$ cat src/rtl/mbrc_pkg.sv
package mbrc_pkg;

  localparam int RX_W     = 8;
  localparam int WORD_W   = 16;
  localparam int INDEX_W  = 3;
  localparam int STATUS_W = 2;
  localparam int LEN_W    = 5;
  localparam int CRC_W    = 16;

  // Cap on buffered words, set by the width of the reg_index field.
  localparam int WORD_CAP = 8;

  localparam logic [CRC_W-1:0] CRC_INIT = 16'hFFFF;
  localparam logic [CRC_W-1:0] CRC_POLY = 16'hA001;
  localparam logic [RX_W-1:0]  FUNC_READ_HOLDING = 8'h03;

  // Result status codes.
  localparam logic [STATUS_W-1:0] ST_OK      = 2'd0;
  localparam logic [STATUS_W-1:0] ST_BAD_CRC = 2'd1;
  localparam logic [STATUS_W-1:0] ST_BAD_HDR = 2'd2;
  localparam logic [STATUS_W-1:0] ST_TIMEOUT = 2'd3;

  // Input item kinds.
  localparam logic REQ_BYTE     = 1'b0;
  localparam logic REQ_BOUNDARY = 1'b1;

  // Register indexes on the configuration port.
  localparam logic REG_SLAVE_ADDR = 1'b0;
  localparam logic REG_FRAME_LEN  = 1'b1;

  localparam logic [RX_W-1:0]  SLAVE_ADDR_RST = 8'h01;
  localparam logic [LEN_W-1:0] FRAME_LEN_RST  = 5'd7;
  localparam logic [LEN_W-1:0] FRAME_LEN_MIN  = 5'd7;

  // Byte positions inside a response.
  localparam logic [LEN_W-1:0] POS_ADDR  = 5'd0;
  localparam logic [LEN_W-1:0] POS_FUNC  = 5'd1;
  localparam logic [LEN_W-1:0] POS_DATA  = 5'd3;
  localparam logic [LEN_W-1:0] LEN_FIXED = 5'd5;

  typedef struct packed {
    logic [WORD_W-1:0]   reg_word;
    logic [INDEX_W-1:0]  reg_index;
    logic [STATUS_W-1:0] status;
    logic                last;
  } res_t;

  typedef struct packed {
    logic            init;
    logic            start;
    logic [RX_W-1:0] data;
  } crc_cmd_t;

endpackage

$ cat src/rtl/mbrc_crc_serial.sv
module mbrc_crc_serial import mbrc_pkg::*; (
  input  logic             clk,
  input  logic             rst_n,
  input  crc_cmd_t         cmd,
  output logic             busy,
  output logic [CRC_W-1:0] crc
);

  logic [CRC_W-1:0] crc_r, crc_nxt;
  logic [RX_W-1:0]  data_r, data_nxt;
  logic [2:0]       cnt_r, cnt_nxt;
  logic             busy_r, busy_nxt;
  logic             fb;

  // One data bit per cycle, least significant first, reflected polynomial.
  assign fb = crc_r[0] ^ data_r[0];

  always_comb begin
    crc_nxt  = crc_r;
    data_nxt = data_r;
    cnt_nxt  = cnt_r;
    busy_nxt = busy_r;
    if (cmd.init) begin
      crc_nxt = CRC_INIT;
    end else if (cmd.start) begin
      data_nxt = cmd.data;
      cnt_nxt  = 3'd0;
      busy_nxt = 1'b1;
    end else if (busy_r) begin
      crc_nxt  = {1'b0, crc_r[CRC_W-1:1]} ^ (fb ? CRC_POLY : '0);
      data_nxt = {1'b0, data_r[RX_W-1:1]};
      cnt_nxt  = cnt_r + 3'd1;
      if (cnt_r == 3'd7) begin
        busy_nxt = 1'b0;
      end
    end
  end

  always_ff @(posedge clk) begin
    if (!rst_n) begin
      crc_r  <= CRC_INIT;
      busy_r <= 1'b0;
      cnt_r  <= 3'd0;
    end else begin
      crc_r  <= crc_nxt;
      busy_r <= busy_nxt;
      cnt_r  <= cnt_nxt;
    end
    data_r <= data_nxt;
  end

  assign busy = busy_r;
  assign crc  = crc_r;

endmodule

$ cat config.mk
export PLATFORM = sky130hd
export DESIGN_NAME = mbrc_crc_serial
export DESIGN_NICKNAME = d
export VERILOG_FILES = /design/src/rtl/mbrc_pkg.sv /design/src/rtl/mbrc_crc_serial.sv
export SDC_FILE = /design/constraint.sdc
export NUM_CORES = 1
export LEC_CHECK = 0
export BUFFER_PORTS_ARGS = -buffer_cell sky130_fd_sc_hd__buf_4
export CAP_MARGIN = 20
export CORE_ASPECT_RATIO = 0.9
export CORE_MARGIN = 2
export CORE_UTILIZATION = 50
export DETAILED_ROUTE_END_ITERATION = 12
export PLACE_DENSITY = 0.79
export SLEW_MARGIN = 20
export SYNTH_ARGS = -nofsm -noshare
export SYNTH_HDL_FRONTEND = slang
export SYNTH_SLANG_ARGS = --single-unit
$ cat constraint.sdc
create_clock -name clk -period 1.19 [get_ports clk]
set_input_delay 0.0595 -clock clk [delete_from_list [all_inputs] [get_ports clk]]
set_output_delay 0.0595 -clock clk [all_outputs]
set_load 0.01 [all_outputs]
* Word-level counts from Yosys, hierarchy flattened *
Index checks and enable logic that the tools add are counted.

operators by class
  $add $sub $neg = 1
  multipliers = 0
  div/mod/pow operators = 0
  order comparisons = 0
  equality and inequality tests = 1
  shift operators = 0
  mux-type cells = 8
  bitwise logic cells = 5
  reduce and logical (&&, ||, !) cells = 4

operators with widths
  cell                   count
  $mux W16               1
  $mux W8                2
  $xor A15 B16 Y16       1
  $mux W3                2
  $reduce_and A2 Y1      2
  $add A3 B1 Y3 const B  1
  $eq A3 B3 Y1 const B   1
  $mux W1                3
  $not A1 Y1             3
  $reduce_bool A2 Y1     1
  $reduce_or A2 Y1       1
  $xor A1 B1 Y1          1

word-level totals
  flip-flop bits (word level) = 28
  bits in latches = 0
  memory bits (writable) = 0
  bits in read-only memories = 0
  input bits = 12
  output and inout bits = 17
  word-level logic and storage cells = 23
  memories = 0

* Logic depth before layout (Yosys ltp) *
Gate-level depths: netlist of run 1.

  word-level depth = 4
  gate-level depth with buffers = 5
  mapped depth without buffers = 5

* Worst setup path after synthesis of run 1 *
Ideal clock, no wire load.

  path type = register -> register
  start = register busy_r (netlist: busy)
  end = register data_r[0], enable pin
  setup time = 0.324 ns
  data arrival time = 0.753 ns
  data required time = 0.866 ns
  path slack = 0.113 ns
  stages on the path, launching flop included = 3
  buffers on the path = 0
  period minus slack after synthesis = 1.077 ns
  cell sequence = dfxtp_1 > o21bai_1 > inv_1

on the way
  word-level cells in the longest chain between the ends = 2

ends and longest elaborated chain
  what                          line                   text
  start, declared               mbrc_crc_serial.sv:12  logic busy_r, busy_nxt;
  start signal, assigned        mbrc_crc_serial.sv:46  busy_r <= busy_nxt;
  $reduce_bool A2 Y1 (no line)  --
  $reduce_and A2 Y1 (no line)   --
  end signal, assigned          mbrc_crc_serial.sv:49  data_r <= data_nxt;
  end, declared                 mbrc_crc_serial.sv:10  logic [RX_W-1:0] data_r, data_nxt;

No other way between the ends.
A chain may end at the register's enable or synchronous reset.

* Worst setup path in the final report of run 1 *
  start = register cnt_r[0]
  end = register cnt_r[2]

on the way
  word-level cells in the longest chain between the ends = 3

ends and longest elaborated chain
  what                    line                   text
  start, declared         mbrc_crc_serial.sv:11  logic [2:0] cnt_r, cnt_nxt;
  start signal, assigned  mbrc_crc_serial.sv:47  cnt_r <= cnt_nxt;
  $add A3 B1 Y3           mbrc_crc_serial.sv:32  cnt_nxt = cnt_r + 3'd1;
  $mux W3                 mbrc_crc_serial.sv:29  end else if (busy_r) begin
  $mux W3                 mbrc_crc_serial.sv:25  end else if (cmd.start) begin

No other way between the ends. The select of a mux whose other input is x is not followed.

==> flow_summary.json, run 1 <==
{
  "rows": 16,
  "synth_compound_area_share_pct": 5.16,
  "fp.dieH_microns": 48.8,
  "p_leak_nw": 0.633,
  "vias": 837,
  "setup_tns_ns": 0,
  "slew_viol_final": 0,
  "route.detailed.drc": 0,
  "firstDrtPassIters": 4,
  "ir_drop_v": 0.00107,
  "fin_nets": 154,
  "viasPerCell": 5.04,
  "cts_buffers": 3,
  "clk_latency_ns": 0.33,
  "muxShareOfSynthArea_pct": 7.97,
  "path_clk_slew_ns": 0.14,
  "synth_seq_cells": 28,
  "tightest_slew_ns": 0.272,
  "period_share_pct": 93.1,
  "ioPinCount": 29,
  "placed_area_sq_um": 1340,
  "port_buffers": 28,
  "endpoint_kind": "register",
  "critPathKind": "reg -> reg",
  "grt_max_degree": 18,
  "drive_gt1_share_pct": 34.5,
  "clock_path_buffers": 2,
  "post-route-min-period_ns": 1.11,
  "drv_cap": 0,
  "root_buffer": "clkbuf_4",
  "grt-ovfl-total": 0,
  "die-area_sq_um": 2620,
  "powerDensity_nw_per_um2": 1240,
  "routed_wl_mm": 1.97,
  "synth_top_cell_area_share_pct": 35.9,
  "whs_path_depth": 3,
  "cts.sinks": 28,
  "arrival_ns": 1.34,
  "clock.fmax_ghz": 0.902,
  "synth.avg_cell_area_sq_um": 10.2,
  "grt.total_usage_pct": 16.3,
  "async_flop_share_pct": 0,
  "cp-start-kind": "register",
  "antenna_found_initial": 0,
  "cp_data_required_time_ns": 1.42,
  "die_w_microns": 53.8,
  "syn_area_sq_um": 1110,
  "yosysWarnings": 0,
  "synth_edf_count": 8,
  "wl_per_cell_microns": 11.9,
  "ys_types": 24,
  "synth_xor_xnor_area_share_pct": 2.36,
  "grt_pass1_wl_mm": 3.17,
  "syn_inst": 109,
  "design_area_sq_um": 1410,
  "syn_nets": 123,
  "place_hpwl_mm": 1.38,
  "seq_area_frac_synth_pct": 57.5,
  "grt_pass1_vias": 732,
  "num-fill-cells": 169,
  "rsz0062_at_grt": "false",
  "synth.most_common_cell": "nand2_1",
  "gp_routability_congestion": 0.749,
  "initial_core_util_pct": 52.0,
  "cp_max_fo": 2,
  "area_growth_pct": 26.6,
  "yosys.area_share.adder_pct": 2.24,
  "synthTopCellsByCount": "28 x nand2_1, 20 x dfxtp_1, 13 x nand3_1, 8 x edfxtp_1, 7 x mux2_2",
  "rr_worst_depth": 4,
  "maxSlewHeadroom_pct": 81.8,
  "finalSetupViolCount": 0,
  "cts_tree": "built",
  "fin_worst_skew_ns": 0.0145,
  "ant_nets": 0,
  "num_antenna_cells": 0,
  "fp.coreArea_sq_um": 2140,
  "synth_top_family_by_area": "simple AND/OR/NAND/NOR gates",
  "synth_area_leader_cell": "dfxtp_1",
  "drt_iter0_drc": 19,
  "htreeDepth": 1,
  "finalHoldViolCount": 0,
  "synth_simple_gate_area_share_pct": 21.1,
  "synth_ff_type": "dfxtp_1",
  "status": "finished, final reports clean",
  "synth.area.top_cells": "dfxtp_1 36%, edfxtp_1 22%, nand2_1 9.4%",
  "min_path_type": "in -> reg"
}
sequential cells by signal, summed over array words and instances, names as in the netlist:
register  cells
cnt_r         3
data_r        8
crc          16
busy          1
critical path, stage by stage (launching register included):
cell     delay, ns
dfxtp_2       0.36
ha_1          0.19
ha_1          0.28
a22oi_2       0.14
nor2_1        0.05
timing repair:
item / CTS / global route
endpoints found under the setup margin: 0 / 9
hold buffers: 1 / 0
resized for setup: 0 / 4
hold endpoints to repair: 1 / 0
buffers inserted: 0 / 0
per-stage QoR:
step	total power [mW]	hold slack [ns]	std cells	worst slack, ns	utilization (%)
after floorplan	1.16	0.188	109	0.113	-
after CTS	1.76	0.00906	166	0.00361	65.4
after global placement	1.22	0.349	161	0.0898	62.7
after global routing	1.82	0.0163	166	0.0187	65.9
final	1.75	0.0263	166	0.0817	65.9
after detailed placement	1.23	0.350	161	0.0523	62.7
metal layers:
layer  part of all wire [%]  track usage, %  routed length, microns  vias up
met2                     51            25.4                    1000       23
met5                      0               0                       0        -
met3                    5.9            6.75                     116        0
met1                     43            21.4                     856      386
met4                      0            2.56                       0        0
li1                       -               -                       -      428
cells by family after synthesis:
family | Yosys count
xor gates and xnor gates | 3
muxes | 8
AOI/OAI and AO/OA | 9
DFF | 28
buffers and inverters | 8
and+or+nand+nor | 51
adders and majority gates | 2
area by class of cell:
type | instances | area [sq um] | area share (%)
flip-flops and latches | 28 | 642 | 45.5
multi-input cells | 73 | 442 | 31.3
repair buffers | 31 | 235 | 16.7
clock buffers | 4 | 47.5 | 3.37
well taps | 27 | 33.8 | 2.39
inverters | 3 | 11.3 | 0.798
path summary, 6_finish.rpt:
kind | from | to | slack (ns)
worst max-delay path | cnt_r[0] | cnt_r[2] | 0.08
worst min-delay path | rst_n | cnt_r[2] | 0.03
worst min register to register | crc[2] | crc[2] | 0.50
worst max register to register | cnt_r[0] | cnt_r[2] | 0.08
cells in the final DEF, fill, tap and decap left out, drive strengths merged:
cell,count
buf,30
nand2,28
dfxtp,20
nand3,13
edfxtp,8
mux2,7
nor2,4
clkbuf,4
inv,3
nand2b,2
o211ai,2
o21ai,2
a21oi,2
xor2,2
ha,2
a22oi,2
o21bai,1
and2b,1
xnor2,1
and2,1
nor3b,1
and3,1
mux2i,1
dlygate4sd3,1
report_power, final:
group	internal, mW	switching (mW)
Sequential	1.02	0.0187
Clock	0.257	0.275
Combinational	0.0921	0.0860
Note: power is estimated with default switching activity, not from simulation.
==> run 2: changes to the inputs <==
Clock period 1.19 ns to 1.04 ns, I/O delays scaled along.
==> run 2 against run 1 <==
Effect of this change: first-iteration DRC count is 16% lower; critical endpoint is now crc[0]; non-clock buffer count is 2 higher; register-to-register slack worse by 0.06 ns; largest cell class unchanged; highest routed layer is now met4.
==> flow_summary.json, run 2 (synthesized netlist as in run 1, its figures left out) <==
{
  "endpoint_kind": "register",
  "place_hpwl_mm": 1.47,
  "drv_cap": 0,
  "r2r-start": "data_r[0]",
  "rrSetupSlack_ns": 0.02,
  "worstHoldEndpoint": "data_r[7]",
  "viasPerCell": 5.14,
  "period_share_pct": 97.7,
  "p_leak_nw": 0.656,
  "num_antenna_cells": 0,
  "grt_pass1_vias": 852,
  "gp_routability_congestion": 0.741,
  "clk_latency_ns": 0.32,
  "die-area_sq_um": 2620,
  "critPathKind": "reg -> reg",
  "root_buffer": "clkbuf_4",
  "fp.dieH_microns": 48.8,
  "cp-start-kind": "register",
  "fin_ws_ns": 0.0235,
  "tightest_slew_ns": 0.235,
  "hp-start": "cmd[7]",
  "ioPinCount": 29,
  "finalSetupViolCount": 0,
  "path_clk_slew_ns": 0.15,
  "ant_nets": 0,
  "drive_gt1_share_pct": 39.7,
  "die_w_microns": 53.8,
  "powerDensity_nw_per_um2": 1410,
  "slew_viol_final": 0,
  "drt_iter0_drc": 16,
  "clock.fmax_ghz": 0.984,
  "rr_worst_depth": 3,
  "r2r_end": "crc[0]",
  "arrival_ns": 1.28,
  "grt.total_usage_pct": 18.0,
  "post-route-min-period_ns": 1.02,
  "final_cell_mix": "30 x buf_4, 28 x nand2_1, 16 x dfxtp_1",
  "cts_buffers": 3,
  "rsz0062_at_grt": "true",
  "routed_wl_mm": 2.10,
  "vias": 863,
  "fin_nets": 156,
  "grt_pass1_wl_mm": 3.48,
  "maxSlewHeadroom_pct": 84.3,
  "route.detailed.drc": 0,
  "rows": 16,
  "cts.sinks": 28,
  "cp_max_fo": 2,
  "port_buffers": 28,
  "finalPower_mw": 2.10,
  "largest_reg_flops": 16,
  "place_ws_ns": -0.0440,
  "grt_max_degree": 18,
  "cts_tree": "built",
  "finalHoldViolCount": 0,
  "layout_commonest_cell": "buf_4",
  "min_path_type": "in -> reg",
  "setup_tns_ns": 0,
  "htreeDepth": 1,
  "fp.coreArea_sq_um": 2140,
  "fin_worst_skew_ns": 0.0125,
  "antenna_found_initial": 0,
  "firstDrtPassIters": 4,
  "clock_path_buffers": 2,
  "area_growth_pct": 33.9,
  "cp_data_required_time_ns": 1.30,
  "status": "finished, final reports clean",
  "initial_core_util_pct": 52.0,
  "whs_path_depth": 2,
  "grt-ovfl-total": 0,
  "ir_drop_v": 0.00105,
  "wl_per_cell_microns": 12.5
}
[run 2: cell count changes in the layout (fill, tap and decap cells not counted), sizes merged]
cell	previous run	this run
clkbuf	4	3
buf	30	32
bufinv	0	1
[run 2: critical path, stage by stage (launching register included)]
cell and delay [ns]:
edfxtp_1 0.47, xor2_1 0.18, and3_1 0.18, o21ai_0 0.13
[run 2: repair_timing]
action,in CTS,in global routing
gates resized for setup,7,7
hold buffers,0,1
setup endpoints to repair,10,7
hold endpoints to repair,0,1
setup buffers,0,0
pin swaps,2,5
[run 2: worst max-delay path by stage]
stage	from	endpoint	slack [ns]	depth (start not counted)
2_1_floorplan	cnt_r[0]	cnt_r[2]	0.004	4
3_3_place_gp	cnt_r[0]	cnt_r[2]	0.001	4
3_5_place_dp	cnt_r[0]	cnt_r[2]	-0.04	4
4_1_cts	cnt_r[1]	cnt_r[2]	-0.004	4
5_1_grt	busy	cnt_r[0]	-0.06	4
6_report	data_r[0]	crc[0]	0.02	3
[run 2: power breakdown]
group / switching [mW] / internal (mW) / leakage [nW]
clock network: 0.306 / 0.390 / 0.0279
registers: 0.0217 / 1.16 / 0.240
logic: 0.103 / 0.119 / 0.388
[run 2: cell type report]
type | count | area (sq um)
Tap cell | 27 | 33.8
Fill cell | 175 | 649
Clock inverter | 1 | 30.0
Clock buffer | 3 | 22.5
Timing Repair Buffer | 33 | 267
Inverter | 3 | 11.3
Sequential cell | 28 | 648
Multi-Input combinational cell | 73 | 480
[run 2: through the flow]
step / hold WS [ns] / utilization, % / instances / instance area (sq um)
4_1_cts: 0.00513 / 67.9 / 167 / 1460
6_report: 0.0120 / 69.7 / 168 / 1490
2_1_floorplan: 0.180 / - / 109 / 1110
5_1_grt: 0.000519 / 69.7 / 168 / 1490
3_3_place_gp: 0.338 / 64.0 / 163 / 1370
3_5_place_dp: 0.357 / 64.0 / 163 / 1370
[run 2: routing by layer]
layer | vias to the layer above | part of all wire (%) | global-route usage (%)
met5 | - | 0 | 0
met4 | 0 | 0.57 | 7.69
met3 | 2 | 4.5 | 3.99
met2 | 23 | 53 | 30.9
met1 | 406 | 42 | 20.7
li1 | 432 | - | -
